`src/design/assert_macros.svh`:
```
// assertion macros shared by the keypad door opener design
// no dependencies; include by bare file name where assertions are written
`ifndef ASSERT_MACROS_SVH
`define ASSERT_MACROS_SVH

// property must hold at every clock edge outside reset
`define KDOC_ASSERT(label, clk, rst_n, prop) \
  label: assert property (@(posedge clk) disable iff (!rst_n) prop) \
    else $error("%m: property violated");

// expression must never be true outside reset
`define KDOC_NEVER(label, clk, rst_n, expr) \
  label: assert property (@(posedge clk) disable iff (!rst_n) !(expr)) \
    else $error("%m: forbidden condition seen");

`endif

```
`src/design/kdoc_pkg.sv`:
```
// shared types and constants of the keypad door opener controller
// no dependencies; imported by every module of the block
package kdoc_pkg;

  // key codes
  localparam logic [7:0] KEY_CLEAR    = 8'h2A;
  localparam logic [7:0] KEY_ENTER    = 8'h23;
  localparam logic [7:0] KEY_DIGIT_LO = 8'h30;
  localparam logic [7:0] KEY_DIGIT_HI = 8'h39;

  // door states
  localparam logic [1:0] ST_INIT       = 2'd0;
  localparam logic [1:0] ST_CLOSED     = 2'd1;
  localparam logic [1:0] ST_NOT_CLOSED = 2'd2;
  localparam logic [1:0] ST_HOLD_OPEN  = 2'd3;

  // code outcomes
  localparam logic [1:0] OUT_NONE = 2'd0;
  localparam logic [1:0] OUT_PASS = 2'd1;
  localparam logic [1:0] OUT_FAIL = 2'd2;

  // register indexes
  localparam int unsigned CfgIdxW = 3;
  localparam logic [CfgIdxW-1:0] CFG_AUTO_CLOSE  = 3'd0;
  localparam logic [CfgIdxW-1:0] CFG_RELAY_HOLD  = 3'd1;
  localparam logic [CfgIdxW-1:0] CFG_DEBOUNCE    = 3'd2;
  localparam logic [CfgIdxW-1:0] CFG_CODE_FIRST  = 3'd3;
  localparam logic [CfgIdxW-1:0] CFG_CODE_SECOND = 3'd4;
  localparam logic [CfgIdxW-1:0] CFG_CODE_THIRD  = 3'd5;

  // number of code registers that exist
  localparam int unsigned CodeRegs = 3;

  // register reset values
  localparam logic [31:0] RST_AUTO_CLOSE = 32'd240000;
  localparam logic [15:0] RST_RELAY_HOLD = 16'd500;
  localparam logic [15:0] RST_DEBOUNCE   = 16'd1000;
  localparam logic [31:0] RST_CODE       = 32'hFFFF_FFFF;

  // key event seen by the door state machine
  typedef struct packed {
    logic enter;
    logic passed;
  } key_evt_t;

  // timing registers seen by the door state machine
  typedef struct packed {
    logic [31:0] auto_close_ticks;
    logic [15:0] relay_hold_ticks;
  } door_cfg_t;

  // one result word
  typedef struct packed {
    logic       door_open;
    logic [1:0] code_outcome;
    logic       relay_drive;
    logic [1:0] state_change;
  } result_t;

endpackage

```
`src/design/kdoc_debounce.sv`:
```
// reed switch debouncer
// depends on kdoc_pkg
module kdoc_debounce
  import kdoc_pkg::*;
(
  input  logic        clk_i,
  input  logic        rst_ni,
  input  logic        en_i,
  input  logic        reed_level_i,
  input  logic [15:0] debounce_ticks_i,
  output logic        position_o
);

  logic        pos_q, pos_d;
  logic [15:0] cnt_q, cnt_d;

  // count ticks while the raw level differs from the position
  always_comb begin
    pos_d = pos_q;
    cnt_d = '0;
    if (reed_level_i != pos_q) begin
      cnt_d = cnt_q + 16'd1;
      if (cnt_q >= debounce_ticks_i) begin
        cnt_d = '0;
        pos_d = reed_level_i;
      end
    end
  end

  always_ff @(posedge clk_i or negedge rst_ni) begin
    if (!rst_ni) begin
      pos_q <= 1'b0;
      cnt_q <= '0;
    end else if (en_i) begin
      pos_q <= pos_d;
      cnt_q <= cnt_d;
    end
  end

  assign position_o = pos_d;

endmodule

```
`src/design/kdoc_keypad.sv`:
```
// digit buffer and code compare of the keypad
// depends on kdoc_pkg
module kdoc_keypad
  import kdoc_pkg::*;
#(
  parameter int unsigned CODE_DIGITS = 4,
  parameter int unsigned CODE_COUNT  = 3
) (
  input  logic                       clk_i,
  input  logic                       rst_ni,
  input  logic                       en_i,
  input  logic [7:0]                 key_code_i,
  input  logic [CodeRegs-1:0][31:0]  codes_i,
  output logic [1:0]                 outcome_o,
  output key_evt_t                   evt_o
);

  localparam int unsigned IdxW     = (CODE_DIGITS > 1) ? $clog2(CODE_DIGITS) : 1;
  localparam int unsigned PackW    = 8 * CODE_DIGITS;
  localparam int unsigned NumCmp   = (CODE_COUNT > CodeRegs) ? CodeRegs : CODE_COUNT;
  localparam logic [IdxW:0] LastIdx = (IdxW + 1)'(CODE_DIGITS - 1);

  logic [CODE_DIGITS-1:0][7:0] buf_q, buf_d;
  logic [IdxW-1:0]             idx_q, idx_d;
  logic [IdxW:0]               idx_inc;
  logic [PackW-1:0]            packed_code;
  logic [NumCmp-1:0]           hit;
  logic                        is_digit;
  logic                        match;

  // first digit in the most significant byte
  always_comb begin
    for (int i = 0; i < CODE_DIGITS; i++) begin
      packed_code[8*(CODE_DIGITS-1-i) +: 8] = buf_q[i];
    end
  end

  // compare against the code registers, zero extended above 32 bits
  for (genvar g = 0; g < NumCmp; g++) begin : g_cmp
    logic [PackW-1:0] code_ext;
    assign code_ext = PackW'({32'd0, codes_i[g]});
    assign hit[g]   = (code_ext == packed_code);
  end

  assign match    = |hit;
  assign is_digit = (key_code_i >= KEY_DIGIT_LO) && (key_code_i <= KEY_DIGIT_HI);
  assign idx_inc  = {1'b0, idx_q} + 1'b1;

  // buffer update and outcome
  always_comb begin
    buf_d     = buf_q;
    idx_d     = idx_q;
    outcome_o = OUT_NONE;
    if (is_digit) begin
      buf_d[idx_q] = key_code_i;
      idx_d = (idx_inc > LastIdx) ? LastIdx[IdxW-1:0] : idx_inc[IdxW-1:0];
    end else if (key_code_i == KEY_CLEAR) begin
      buf_d     = '0;
      idx_d     = '0;
      outcome_o = OUT_FAIL;
    end else if (key_code_i == KEY_ENTER) begin
      buf_d     = '0;
      idx_d     = '0;
      outcome_o = match ? OUT_PASS : OUT_FAIL;
    end
  end

  assign evt_o.enter  = (key_code_i == KEY_ENTER);
  assign evt_o.passed = (key_code_i == KEY_ENTER) && match;

  always_ff @(posedge clk_i or negedge rst_ni) begin
    if (!rst_ni) begin
      buf_q <= '0;
      idx_q <= '0;
    end else if (en_i) begin
      buf_q <= buf_d;
      idx_q <= idx_d;
    end
  end

endmodule

```
`src/design/kdoc_door_fsm.sv`:
```
// door state machine with relay pulse timer and auto-close timer
// depends on kdoc_pkg
module kdoc_door_fsm
  import kdoc_pkg::*;
(
  input  logic       clk_i,
  input  logic       rst_ni,
  input  logic       en_i,
  input  logic       down_i,
  input  key_evt_t   evt_i,
  input  door_cfg_t  cfg_i,
  output logic [1:0] state_change_o,
  output logic       relay_drive_o
);

  logic [1:0]  st_q, st_d;
  logic [15:0] rc_q, rc_d;
  logic        ron_q, ron_d;
  logic [31:0] ac_q, ac_d;
  logic        fire;

  always_comb begin
    // relay release check comes first
    rc_d  = rc_q + 16'd1;
    ron_d = ron_q;
    if (rc_q == cfg_i.relay_hold_ticks) begin
      rc_d  = '0;
      ron_d = 1'b0;
    end

    st_d = st_q;
    ac_d = ac_q;
    fire = 1'b0;
    unique case (st_q)
      ST_INIT: begin
        st_d = down_i ? ST_CLOSED : ST_NOT_CLOSED;
      end
      ST_CLOSED: begin
        fire = evt_i.passed;
        if (!down_i) begin
          st_d = ST_NOT_CLOSED;
          ac_d = '0;
        end
      end
      ST_NOT_CLOSED: begin
        if (evt_i.passed) begin
          st_d = ST_HOLD_OPEN;
        end else if (evt_i.enter) begin
          fire = 1'b1;
        end else begin
          ac_d = ac_q + 32'd1;
          if (ac_q == cfg_i.auto_close_ticks) begin
            ac_d = '0;
            fire = 1'b1;
          end
        end
        if (down_i) st_d = ST_CLOSED;
      end
      ST_HOLD_OPEN: begin
        if (!evt_i.passed && evt_i.enter) begin
          fire = 1'b1;
          st_d = ST_NOT_CLOSED;
          ac_d = '0;
        end
        if (down_i) st_d = ST_CLOSED;
      end
      default: st_d = ST_INIT;
    endcase

    // activation restarts the relay pulse
    if (fire) begin
      rc_d  = '0;
      ron_d = 1'b1;
    end
  end

  always_ff @(posedge clk_i or negedge rst_ni) begin
    if (!rst_ni) begin
      st_q  <= ST_INIT;
      rc_q  <= RST_RELAY_HOLD;
      ron_q <= 1'b0;
      ac_q  <= '0;
    end else if (en_i) begin
      st_q  <= st_d;
      rc_q  <= rc_d;
      ron_q <= ron_d;
      ac_q  <= ac_d;
    end
  end

  assign state_change_o = (st_d != st_q) ? st_d : ST_INIT;
  assign relay_drive_o  = ron_d;

endmodule

```
`src/design/keypad_door_opener_controller.sv`:
```
// top level of the keypad door opener controller: ports, registers, pipeline
// depends on kdoc_pkg, kdoc_debounce, kdoc_keypad, kdoc_door_fsm, assert_macros.svh
//
// One input word is one tick: a key code and the raw reed level. Every word
// gives exactly one result word. The word waits in the input register until the
// output register has room; at that edge the debouncer, keypad buffer and door
// state machine update together and the result lands in the output register.
// A new word can be taken every cycle, so the block sustains one tick per
// clock; the only stall comes from the result side holding m_axis_tready low
// once both registers are full. Registers are written through the cfg port
// (index 0 auto close ticks, 1 relay hold ticks, 2 debounce ticks, 3 to 5 the
// codes, four ASCII digits with the first digit in the high byte);
// cfg_ready_o is always high, writes to other indexes are dropped, and writes
// are meant for idle time.
module keypad_door_opener_controller
  import kdoc_pkg::*;
#(
  parameter int unsigned CODE_DIGITS = 4,
  parameter int unsigned CODE_COUNT  = 3
) (
  input  logic               clk_i,
  input  logic               rst_ni,
  // input words
  input  logic               s_axis_tvalid,
  output logic               s_axis_tready,
  input  logic [15:0]        s_axis_tdata,  // [7:0] key_code, [8] reed_level, rest zero
  // result words
  output logic               m_axis_tvalid,
  input  logic               m_axis_tready,
  output logic [7:0]         m_axis_tdata,  // [1:0] state_change, [2] relay_drive,
                                            // [4:3] code_outcome, [5] door_open
  // register writes
  input  logic               cfg_valid_i,
  output logic               cfg_ready_o,
  input  logic [CfgIdxW-1:0] cfg_index_i,
  input  logic [31:0]        cfg_data_i
);

  `include "assert_macros.svh"

  logic                      in_valid_q;
  logic [7:0]                key_q;
  logic                      reed_q;
  logic                      out_valid_q;
  result_t                   out_q, out_d;
  logic                      adv;
  logic                      cfg_we;

  logic [31:0]               auto_close_q;
  logic [15:0]               relay_hold_q;
  logic [15:0]               debounce_q;
  logic [CodeRegs-1:0][31:0] codes_q;
  door_cfg_t                 door_cfg;

  logic                      position;
  key_evt_t                  key_evt;

  // register file
  assign cfg_ready_o = 1'b1;
  assign cfg_we      = cfg_valid_i && cfg_ready_o;

  always_ff @(posedge clk_i or negedge rst_ni) begin
    if (!rst_ni) begin
      auto_close_q <= RST_AUTO_CLOSE;
      relay_hold_q <= RST_RELAY_HOLD;
      debounce_q   <= RST_DEBOUNCE;
      codes_q      <= {CodeRegs{RST_CODE}};
    end else if (cfg_we) begin
      unique case (cfg_index_i)
        CFG_AUTO_CLOSE:  auto_close_q <= cfg_data_i;
        CFG_RELAY_HOLD:  relay_hold_q <= cfg_data_i[15:0];
        CFG_DEBOUNCE:    debounce_q   <= cfg_data_i[15:0];
        CFG_CODE_FIRST:  codes_q[0]   <= cfg_data_i;
        CFG_CODE_SECOND: codes_q[1]   <= cfg_data_i;
        CFG_CODE_THIRD:  codes_q[2]   <= cfg_data_i;
        default: ;
      endcase
    end
  end

  assign door_cfg.auto_close_ticks = auto_close_q;
  assign door_cfg.relay_hold_ticks = relay_hold_q;

  // pipeline handshake
  assign adv           = in_valid_q && (!out_valid_q || m_axis_tready);
  assign s_axis_tready = !in_valid_q || adv;

  always_ff @(posedge clk_i or negedge rst_ni) begin
    if (!rst_ni) begin
      in_valid_q  <= 1'b0;
      out_valid_q <= 1'b0;
    end else begin
      if (s_axis_tready) in_valid_q <= s_axis_tvalid;
      if (adv) begin
        out_valid_q <= 1'b1;
      end else if (m_axis_tready) begin
        out_valid_q <= 1'b0;
      end
    end
  end

  // input word register
  always_ff @(posedge clk_i) begin
    if (s_axis_tready && s_axis_tvalid) begin
      key_q  <= s_axis_tdata[7:0];
      reed_q <= s_axis_tdata[8];
    end
  end

  kdoc_debounce u_debounce (
    .clk_i            (clk_i),
    .rst_ni           (rst_ni),
    .en_i             (adv),
    .reed_level_i     (reed_q),
    .debounce_ticks_i (debounce_q),
    .position_o       (position)
  );

  kdoc_keypad #(
    .CODE_DIGITS (CODE_DIGITS),
    .CODE_COUNT  (CODE_COUNT)
  ) u_keypad (
    .clk_i      (clk_i),
    .rst_ni     (rst_ni),
    .en_i       (adv),
    .key_code_i (key_q),
    .codes_i    (codes_q),
    .outcome_o  (out_d.code_outcome),
    .evt_o      (key_evt)
  );

  kdoc_door_fsm u_door_fsm (
    .clk_i          (clk_i),
    .rst_ni         (rst_ni),
    .en_i           (adv),
    .down_i         (!position),
    .evt_i          (key_evt),
    .cfg_i          (door_cfg),
    .state_change_o (out_d.state_change),
    .relay_drive_o  (out_d.relay_drive)
  );

  assign out_d.door_open = position;

  // result word register
  always_ff @(posedge clk_i) begin
    if (adv) out_q <= out_d;
  end

  assign m_axis_tvalid = out_valid_q;
  assign m_axis_tdata  = {2'b00, out_q};

  // a word moving on always lands in the result register
  `KDOC_ASSERT(a_adv_fills_out, clk_i, rst_ni, adv |=> out_valid_q)
  // input side stalls only when both registers hold words
  `KDOC_ASSERT(a_stall_when_full, clk_i, rst_ni,
    !s_axis_tready |-> (in_valid_q && out_valid_q && !m_axis_tready))
  // an outcome code outside the defined set never leaves the block
  `KDOC_NEVER(a_no_bad_outcome, clk_i, rst_ni,
    out_valid_q && (out_q.code_outcome != OUT_NONE) &&
    (out_q.code_outcome != OUT_PASS) && (out_q.code_outcome != OUT_FAIL))
  // a code event only ever follows a clear or enter key
  `KDOC_ASSERT(a_outcome_from_key, clk_i, rst_ni,
    (adv && (key_q != KEY_CLEAR) && (key_q != KEY_ENTER)) |=>
    (out_q.code_outcome == OUT_NONE))

endmodule

```
`config.mk`:
```
export PLATFORM = sky130hd
export DESIGN_NAME = keypad_door_opener_controller
export DESIGN_NICKNAME = d
export VERILOG_FILES = /design/src/design/kdoc_pkg.sv /design/src/design/kdoc_debounce.sv /design/src/design/kdoc_keypad.sv /design/src/design/kdoc_door_fsm.sv /design/src/design/keypad_door_opener_controller.sv
export VERILOG_INCLUDE_DIRS = /design/src /design/src/design
export SDC_FILE = /design/constraint.sdc
export NUM_CORES = 1
export LEC_CHECK = 0
export BUFFER_PORTS_ARGS = -buffer_cell sky130_fd_sc_hd__buf_2
export CAP_MARGIN = 20
export CORE_MARGIN = 5
export CORE_UTILIZATION = 40
export CTS_CLUSTER_SIZE = 25
export DETAILED_ROUTE_END_ITERATION = 8
export GPL_TIMING_DRIVEN = 0
export PLACE_DENSITY = 0.59
export SYNTH_ARGS = -nofsm -noshare
export SYNTH_HDL_FRONTEND = slang
export SYNTH_SLANG_ARGS = --single-unit
```
`constraint.sdc`:
```
create_clock -name clk_i -period 2.9 [get_ports clk_i]
set_input_delay 0.435 -clock clk_i [delete_from_list [all_inputs] [get_ports clk_i]]
set_output_delay 0.435 -clock clk_i [all_outputs]
set_load 0.02 [all_outputs]
```
### Word level (Yosys, flattened, before mapping)

Index checks and enable logic that the tools add are counted.

* add/subtract/negate cells: 4
* $lt $le $gt $ge: 6
* multipliers: 0
* reduce and logical (&&, ||, !) cells: 26
* multiplexer cells: 41
* shift-type cells: 0
* bitwise operators: 1
* eq/ne operators: 21
* divide/modulo/power cells: 0

Operators by type and width (count)
* 32-bit two-way mux: 8
* 32-bit == test: 4
* 32-bit case mux with 3 select lines: 1
* 16-bit two-way mux: 4
* 16-bit by 1-bit adder with 16-bit output, second input constant: 2
* 32-bit by 1-bit adder with 32-bit output, second input constant: 1
* 32-bit bitwise mux: 1
* 2-bit two-way mux: 13
* 8-bit demux with 2-bit select: 1
* 16-bit == test: 1
* 8-bit by 6-bit == test with 1-bit output, second input constant: 2
* 16-bit >= comparator: 1
* 2-bit AND reduction: 7
* 1-bit two-way mux: 10
* 8-bit by 6-bit >= comparator with 1-bit output, second input constant: 1
* 8-bit by 6-bit less-or-equal comparator with 1-bit output, second input constant: 1
* 8-bit two-way mux: 1
* 2-bit case mux with 4 select lines: 1
* 3-bit by 2-bit == test with 1-bit output, second input constant: 2
* 3-bit == test, second input constant: 2
* 1-bit logical AND: 6
* 2-bit != test, second input constant: 3
* 6-bit AND reduction: 1
* 3-bit nonzero test: 2
* other kinds (18): 23

* RAM bits: 0
* latch bits: 0
* output and inout port bits: 11
* memories: 0
* bits in registers: 279
* memory bits (read-only): 0

### Depth between registers and ports, before layout

Gate-level depths: netlist of run 1.

* depth in word-level cells: 9
* depth in mapped cells: 12

### Cells and area by module

A second synthesis of run 1 with hierarchy kept.

* cells, all modules: 1164
* area, all modules: 14358.8 um2

By module, submodules not included
* keypad_door_opener_controller: instances 1, seq. area each 4648.2 um2, area an instance 6947.9 um2, cells an instance 373
* kdoc_door_fsm: instances 1, seq. area each 1283.7 um2, area an instance 3592.2 um2, cells an instance 392
* kdoc_keypad: instances 1, seq. area each 850.8 um2, area an instance 2383.5 um2, cells an instance 229
* kdoc_debounce: instances 1, seq. area each 425.4 um2, area an instance 1435.1 um2, cells an instance 170

### Worst setup path after synthesis of run 1

OpenSTA, ideal clock, no wires.

* kind: register -> register
* start: reg debounce_q[6]
* end: reg u_door_fsm.ac_q[26]
* setup slack: 0.298 ns
* period minus slack after synthesis: 2.602 ns
* required time: 2.818 ns
* stages on the path, launching flop included: 13
* path buffers: 1
* data arrival time: 2.520 ns
* cell sequence: dfstp_2 inv_1 ha_1 and3_1 o211ai_1 o21a_1 o21ai_1 mux2i_2 inv_2 a211oi_2 buf_4 nor2_1 a31oi_1

* word-level cells in the longest chain between the ends: 5

RTL lines
* start, declared: RTL line keypad_door_opener_controller.sv:51 `logic [15:0] debounce_q;`
* start signal, assigned: RTL line keypad_door_opener_controller.sv:72 `CFG_DEBOUNCE: debounce_q <= cfg_data_i[15:0];`
* 16-bit >= comparator: RTL line kdoc_debounce.sv:23 `if (cnt_q >= debounce_ticks_i) begin`
* 1-bit two-way mux: RTL line kdoc_debounce.sv:23
* 1-bit two-way mux: RTL line kdoc_debounce.sv:21 `if (reed_level_i != pos_q) begin`
* net position: RTL line keypad_door_opener_controller.sv:55 `logic position;`
* 2-bit != test (no source line)
* 6-bit AND reduction (no source line)
* end signal, assigned: RTL line kdoc_door_fsm.sv:82 `ac_q <= '0;`
* end signal, assigned: RTL line kdoc_door_fsm.sv:87 `ac_q <= ac_d;`
* end, declared: RTL line kdoc_door_fsm.sv:19 `logic [31:0] ac_q, ac_d;`

The timed path passes the listed nets, and every way through them passes these cells.
A chain may end at the register's enable or synchronous reset.

### Worst setup path in the final report of run 1

* start: reg key_q[2]
* end: reg u_keypad.buf_q[16] in the netlist's numbering

* word-level cells in the longest chain between the ends: 4

RTL lines
* start, declared: RTL line keypad_door_opener_controller.sv:42 `logic [7:0] key_q;`
* start signal, assigned: RTL line keypad_door_opener_controller.sv:105 `key_q <= s_axis_tdata[7:0];`
* 8-bit by 6-bit >= comparator with 1-bit output / 8-bit by 6-bit less-or-equal comparator with 1-bit output (equally long branches): RTL line kdoc_keypad.sv:46 `assign is_digit = (key_code_i >= KEY_DIGIT_LO) && (key_code_i <= KEY_DIGIT_HI);`
* 1-bit logical AND: RTL line kdoc_keypad.sv:46
* 3-bit nonzero test (no source line)
* 2-bit AND reduction (no source line)
* end signal, assigned: RTL line kdoc_keypad.sv:76 `buf_q <= buf_d;`
* end, declared: RTL line kdoc_keypad.sv:23 `logic [CODE_DIGITS-1:0][7:0] buf_q, buf_d;`

Several ways; a longest one is shown, not always the timed one.

==> impl_metrics.json, run 1 <==
{
  "die_x_microns": 195.4,
  "detail_route.wirelength_microns": 37020,
  "syn_inst": 1195,
  "outcome": "finished, final reports clean",
  "dp.cells": 1708,
  "insertion_delay_ps": 550,
  "ys_seq_area_share_pct": 52.41,
  "ys_ff_latch": 279,
  "postRouteAntennaNets": 0,
  "fin_skew_ps": 12.87,
  "drtIter0Drc": 725,
  "nets": 1370,
  "slew_violations": 0,
  "post_drt_wl_per_cell_microns": 20.87,
  "vias": 9632,
  "start_kind": "register",
  "end_kind": "register",
  "tightest_slew_ps": 952.5,
  "port_buffers": 55,
  "dp_hpwl_microns": 26430,
  "area_growth_pct": 15.70,
  "hold-path-cell-count": 1,
  "ys.flop_type": "dfrtp_1",
  "p_total_mw": 12.06,
  "p_leak_nw": 6.827,
  "clock_path_buffers": 3,
  "grt_max_degree": 98,
  "yosys_warnings": 0,
  "coreArea_sq_um": 34200,
  "synth.avg_cell_area_sq_um": 11.51,
  "clock_sinks": 279,
  "cts_buffers": 31,
  "setup_viol_count_final": 0,
  "path_clk_slew_ps": 60,
  "nFillCells": 3172,
  "ir_drop_v": 0.0004108,
  "period_share_pct": 97.11,
  "grt_pass1_vias": 9552,
  "cts_tree": "yes",
  "instances_no_fill": 1774,
  "grt_antenna_before_repair": 2,
  "dieArea_sq_um": 38190,
  "rows": 68,
  "initial_core_util_pct": 40.21,
  "rsz0062_at_grt": "true",
  "hp-class": "primary input to register",
  "p_per_area_nw_per_um2": 757.8,
  "grt_first_pass_wirelength_microns": 57560,
  "grt_usage_pct": 19.01,
  "grt-ovfl-total": 0,
  "worstSetupPathType": "register to register",
  "firstDrtPassIters": 5,
  "drv_cap": 0,
  "fmax_mhz": 355.1,
  "synth-edff-count": 15,
  "reg2reg_depth": 7,
  "vias_per_cell": 5.430,
  "reg2reg_slack_ps": 80,
  "route.detailed.drc": 0,
  "critPathRequiredTime_ps": 3330,
  "synth_cell_types": 58,
  "post-route-util_pct": 46.53,
  "fp.dieH_microns": 195.4,
  "h-tree-depth": 1,
  "slew_headroom_pct": 35.92,
  "ioPinCount": 67,
  "root_buffer": "clkbuf_16",
  "synth_area_sq_um": 13750,
  "finalHoldViolations": 0,
  "fin_crit_ps": 2816,
  "cp_max_fo": 10,
  "drive_above_1_share_pct": 33.31,
  "gp_congestion": 0.8707,
  "worstPathArrival_ps": 3250,
  "synthArstFlopShare_pct": 94.62
}
-- kinds of logic (layout without fill, tap and decap cells) --
group,after synthesis,count (layout),synth area share (%)
simple gates,309,309,11.85
flops,279,279,52.41
compound gates,192,192,9.197
mux,154,154,12.55
xor+xnor,148,148,9.424
buf+inv,92,214,2.784
fa+ha+maj,19,19,1.728
other cells,2,4,0.05460
-- final cells by class --
cell class	instances	area (sq um)	share of cell area, %
Inverter	31	120.1	0.7548
Timing Repair Buffer	69	434.2	2.728
Buffer	58	271.5	1.706
Multi-Input combinational cell	825	6290	39.52
Sequential cell	279	7208	45.29
Tap cell	455	569.3	3.577
Clock buffer	47	948.4	5.960
Clock inverter	9	70.07	0.4403
Antenna cell	1	2.502	0.01572
-- per-stage QoR --
stage / setup slack, ps / cell area, sq um / hold slack [ps] / setup TNS [ps]
2_1_floorplan: 298.0 / 13760 / 139.4 / 0
3_3_place_gp: -3601 / 14600 / 477.7 / -744150
3_5_place_dp: -246.7 / 14670 / 461.2 / -8043
4_1_cts: 0.2316 / 15750 / 33.56 / 0
5_1_grt: -11.83 / 15910 / 35.78 / -27.45
6_report: 83.72 / 15910 / 60.60 / 0
-- sequential cells by signal (all words and copies together) (netlist names), 2 cells and up --
signal / cells
codes_q: 96
u_keypad.buf_q: 32
u_debounce.cnt_q: 16
u_door_fsm.rc_q: 16
u_door_fsm.st_q: 2
u_door_fsm.ac_q: 32
debounce_q: 16
auto_close_q: 32
key_q: 8
relay_hold_q: 16
m_axis_tdata: 6
u_keypad.idx_q: 2
-- power breakdown --
part	total [mW]	switching [mW]	internal, mW	leakage (nW)
logic	2.68	1.50	1.18	3.04
registers	5.47	0.585	4.89	3.27
clock network	3.91	1.58	2.33	0.511
-- cells in the final DEF, fill, tap and decap left out, types with 7 or more instances in the layout --
cell type,synthesis,final
xor2_1,114,114
mux2i_1,8,8
mux2_2,145,145
and3_1,34,33
dfrtp_1,143,143
clkinv_2,0,8
edfxtp_1,15,15
o22ai_1,8,7
a22o_1,16,16
a21oi_1,12,12
nor4_1,33,27
o21ai_0,66,64
o31ai_1,30,30
xnor2_1,34,33
nand4_1,27,27
a31oi_1,24,24
nand2_1,80,79
dfstp_2,121,121
and2_1,11,11
nor3_1,13,12
inv_1,30,27
clkbuf_8,0,7
nor2_1,44,43
nand2b_1,16,16
clkbuf_1,42,43
ha_1,19,17
buf_2,10,63
clkbuf_16,0,33
nand3_1,27,27
buf_4,4,14
-- synth_stat cells (10+ instances only) --
cell type | instances | share of area [%]
nor2_1 | 44 | 1.2
o21ai_0 | 66 | 2.4
a22o_1 | 16 | 1.0
a21oi_1 | 12 | 0.44
dfstp_2 | 121 | 23
nor4_1 | 33 | 1.5
o31ai_1 | 30 | 1.6
nor3_1 | 13 | 0.47
and2_1 | 11 | 0.50
mux2_2 | 145 | 12
clkbuf_1 | 42 | 1.1
nand3_1 | 27 | 0.98
a31oi_1 | 24 | 1.1
xor2_1 | 114 | 7.3
nand2_1 | 80 | 2.2
buf_2 | 10 | 0.36
dfrtp_1 | 143 | 26
and3_1 | 34 | 1.5
edfxtp_1 | 15 | 3.3
inv_1 | 30 | 0.82
nand4_1 | 27 | 1.2
nand2b_1 | 16 | 0.73
ha_1 | 19 | 1.7
xnor2_1 | 34 | 2.2
-- what timing repair did --
action	4_1_cts	5_1_grt
hold buffers	1	0
pin swaps	1	11
endpoints found under the hold margin	31	0
setup endpoints to repair	56	75
setup buffers	1	9
cloned	0	0
gates resized for setup	13	24
-- path summary, 6_finish.rpt --
kind,start,to
max reg2reg,key_q[2],u_keypad.buf_q[16]
max in group asynchronous,rst_ni,codes_q[42]
max,key_q[2],u_keypad.buf_q[16]
min in group asynchronous,rst_ni,u_door_fsm.ac_q[24]
min,s_axis_tdata[5],key_q[5]
min reg2reg,debounce_q[7],debounce_q[7]
-- layer usage --
metal	GRT usage, %	share of wire (%)	up-vias
li1	-	-	4494
met4	3.388	1.7	2
met1	28.20	48	4879
met5	0	0.054	-
met3	2.778	4.5	41
met2	30.06	46	216
-- critical path: stages (launching register included) --
cell and delay (ps):
edfxtp_1 560, o21ai_0 230, nand3_1 310, o21ai_0 200, and2_1 240, clkbuf_1 450
o21ai_0 380, a22o_1 320
No activity file was read; power rests on OpenSTA's default activity.
==> run 2: changes to the inputs <==
CORE_ASPECT_RATIO = 0.5   (was default)
CORE_UTILIZATION = 50   (was 40)
PLACE_DENSITY = 0.7   (was 0.59)
==> run 2 against run 1 <==
  * Register-to-register slack worse by 30 ps
  * Die area is 19% lower
  * Power decreased by 2.7%
  * First-iteration DRC count grew 24%
  * Highest routed layer is now met4
  * Critical endpoint is now u_door_fsm.ac_q[14]
  * Hold slack gained 12 ps
  * Non-clock buffer count shrank 4
  * Clock skew shrank 2.0 ps
==> impl_metrics.json, run 2 (synthesis gave the netlist of run 1 again) <==
{
  "nFillCells": 2115,
  "dieArea_sq_um": 31130,
  "insertion_delay_ps": 540,
  "period_share_pct": 98.17,
  "outcome": "finished, final reports clean",
  "gp_congestion": 0.9258,
  "hp-class": "primary input to register",
  "detail_route.wirelength_microns": 36760,
  "use_met1_pct": 32.47,
  "fin_area_sq_um": 15620,
  "port_buffers": 55,
  "top_register": "codes_q",
  "dp_hpwl_microns": 26400,
  "placed_area_sq_um": 14540,
  "drv_cap": 0,
  "top_usage_layer": "met2",
  "grt_max_degree": 118,
  "h-tree-depth": 1,
  "slew_violations": 0,
  "grt_pass1_vias": 9878,
  "cts_tree": "yes",
  "fp.dieH_microns": 127.3,
  "grt_antenna_before_repair": 2,
  "post_drt_wl_per_cell_microns": 22.16,
  "nets": 1361,
  "route.detailed.drc": 0,
  "drtIter0Drc": 898,
  "clock_path_buffers": 3,
  "path_clk_slew_ps": 60,
  "ioPinCount": 67,
  "cp_max_fo": 10,
  "multi_input_area_sq_um": 6255,
  "setup_viol_count_final": 0,
  "use_met3_pct": 4.341,
  "grt-ovfl-total": 0,
  "tightest_slew_ps": 915.0,
  "fin_crit_ps": 2847,
  "slew_headroom_pct": 39.00,
  "coreArea_sq_um": 26750,
  "postRouteAntennaNets": 0,
  "grt_first_pass_wirelength_microns": 56750,
  "rsz0062_at_grt": "true",
  "critPathRequiredTime_ps": 3330,
  "mostFrequentLayoutCells": "145 x mux2_2, 143 x dfrtp_1, 121 x dfstp_2",
  "cts_buffers": 26,
  "ir_drop_v": 0.0004020,
  "end_kind": "register",
  "fin_skew_ps": 10.83,
  "root_buffer": "clkbuf_16",
  "initial_core_util_pct": 51.42,
  "layout_commonest_cell": "mux2_2",
  "finalHoldViolations": 0,
  "start_kind": "register",
  "die_x_microns": 244.6,
  "hold_ws_ps": 72.36,
  "grt_usage_pct": 23.15,
  "largest_reg_flops": 96,
  "fmax_mhz": 351.3,
  "worstSetupPathType": "register to register",
  "firstDrtPassIters": 5,
  "seq_area_sq_um": 7208,
  "p_total_mw": 11.74,
  "rows": 42,
  "drive_above_1_share_pct": 32.31,
  "met2_usage_pct": 38.36,
  "area_growth_pct": 13.55,
  "p_per_area_nw_per_um2": 751.4,
  "p_leak_nw": 6.734,
  "vias_per_cell": 5.886,
  "worstPathArrival_ps": 3280,
  "clock_sinks": 279,
  "tns_ps": 0,
  "vias": 9765
}
[run 2: cell count changes in the layout (fill, tap and decap cells not counted), moves of 3 or more]
cell,change
buf_4,-7
clkbuf_16,-4
clkbuf_8,-3
clkinv_2,-3
nor4_1,+3
nor4_2,-3
[run 2: path summary, 6_finish.rpt]
path	slack (ps)	depth (start not counted)	startpoint	endpoint
hold / removal	70	1	s_axis_tdata[5]	key_q[5]
min in group asynchronous	370	2	rst_ni	u_debounce.cnt_q[4]
hold reg to reg	520	1	in_valid_q	m_axis_tvalid
setup / recovery	50	13	debounce_q[6]	u_door_fsm.ac_q[14]
setup reg to reg	50	13	debounce_q[6]	u_door_fsm.ac_q[14]
max in group asynchronous	1150	4	rst_ni	u_door_fsm.ac_q[2]
[run 2: stage by stage]
step                      utilization [%]  setup WS, ps  instances
final                               58.39         53.17       1659
after detailed placement            54.37        -445.8       1606
after global routing                58.39        -38.31       1659
after floorplan                         -         298.0       1196
after global placement              54.11         -3221       1603
after CTS                           57.99         8.747       1658
[run 2: per-layer routing]
metal / part of all wire, % / vias to the layer above / wire (microns)
met2: 47 / 298 / 17400
met1: 45 / 4957 / 16390
met3: 6.3 / 49 / 2313
met4: 1.8 / 0 / 653
li1: - / 4461 / -
met5: 0 / - / 0
[run 2: final cells by class]
type	instances	share of cell area [%]
Antenna cell	1	0.01602
Buffer	58	1.818
Clock buffer	40	5.031
Clock inverter	8	0.5928
Inverter	31	0.7690
Multi-Input combinational cell	825	40.05
Sequential cell	279	46.15
Tap cell	352	2.820
Timing Repair Buffer	65	2.756
[run 2: where the power goes]
part / internal [mW] / total [mW] / switching [mW]
sequential: 4.88 / 5.49 / 0.602
combinational: 1.20 / 2.69 / 1.49
clock: 2.05 / 3.56 / 1.51
total: 8.14 / 11.7 / 3.60
[run 2: critical path, cell delays in order (launching register included)]
cell and delay (ps):
dfstp_2 520, inv_2 50, ha_4 270, and3_4 190
o211ai_1 90, o21a_1 200, o21ai_2 200, mux2i_2 300
inv_2 90, a211oi_4 270, buf_12 170, buf_6 160
o31ai_1 100, o31ai_1 100
[run 2: what timing repair did]
item / in CTS / in global routing
endpoints found under the setup margin: 49 / 68
gates cloned: 0 / 1
pin swaps: 3 / 5
gates resized for setup: 10 / 25
hold buffers: 1 / 0
setup buffers: 3 / 2
hold endpoints to repair: 33 / 0
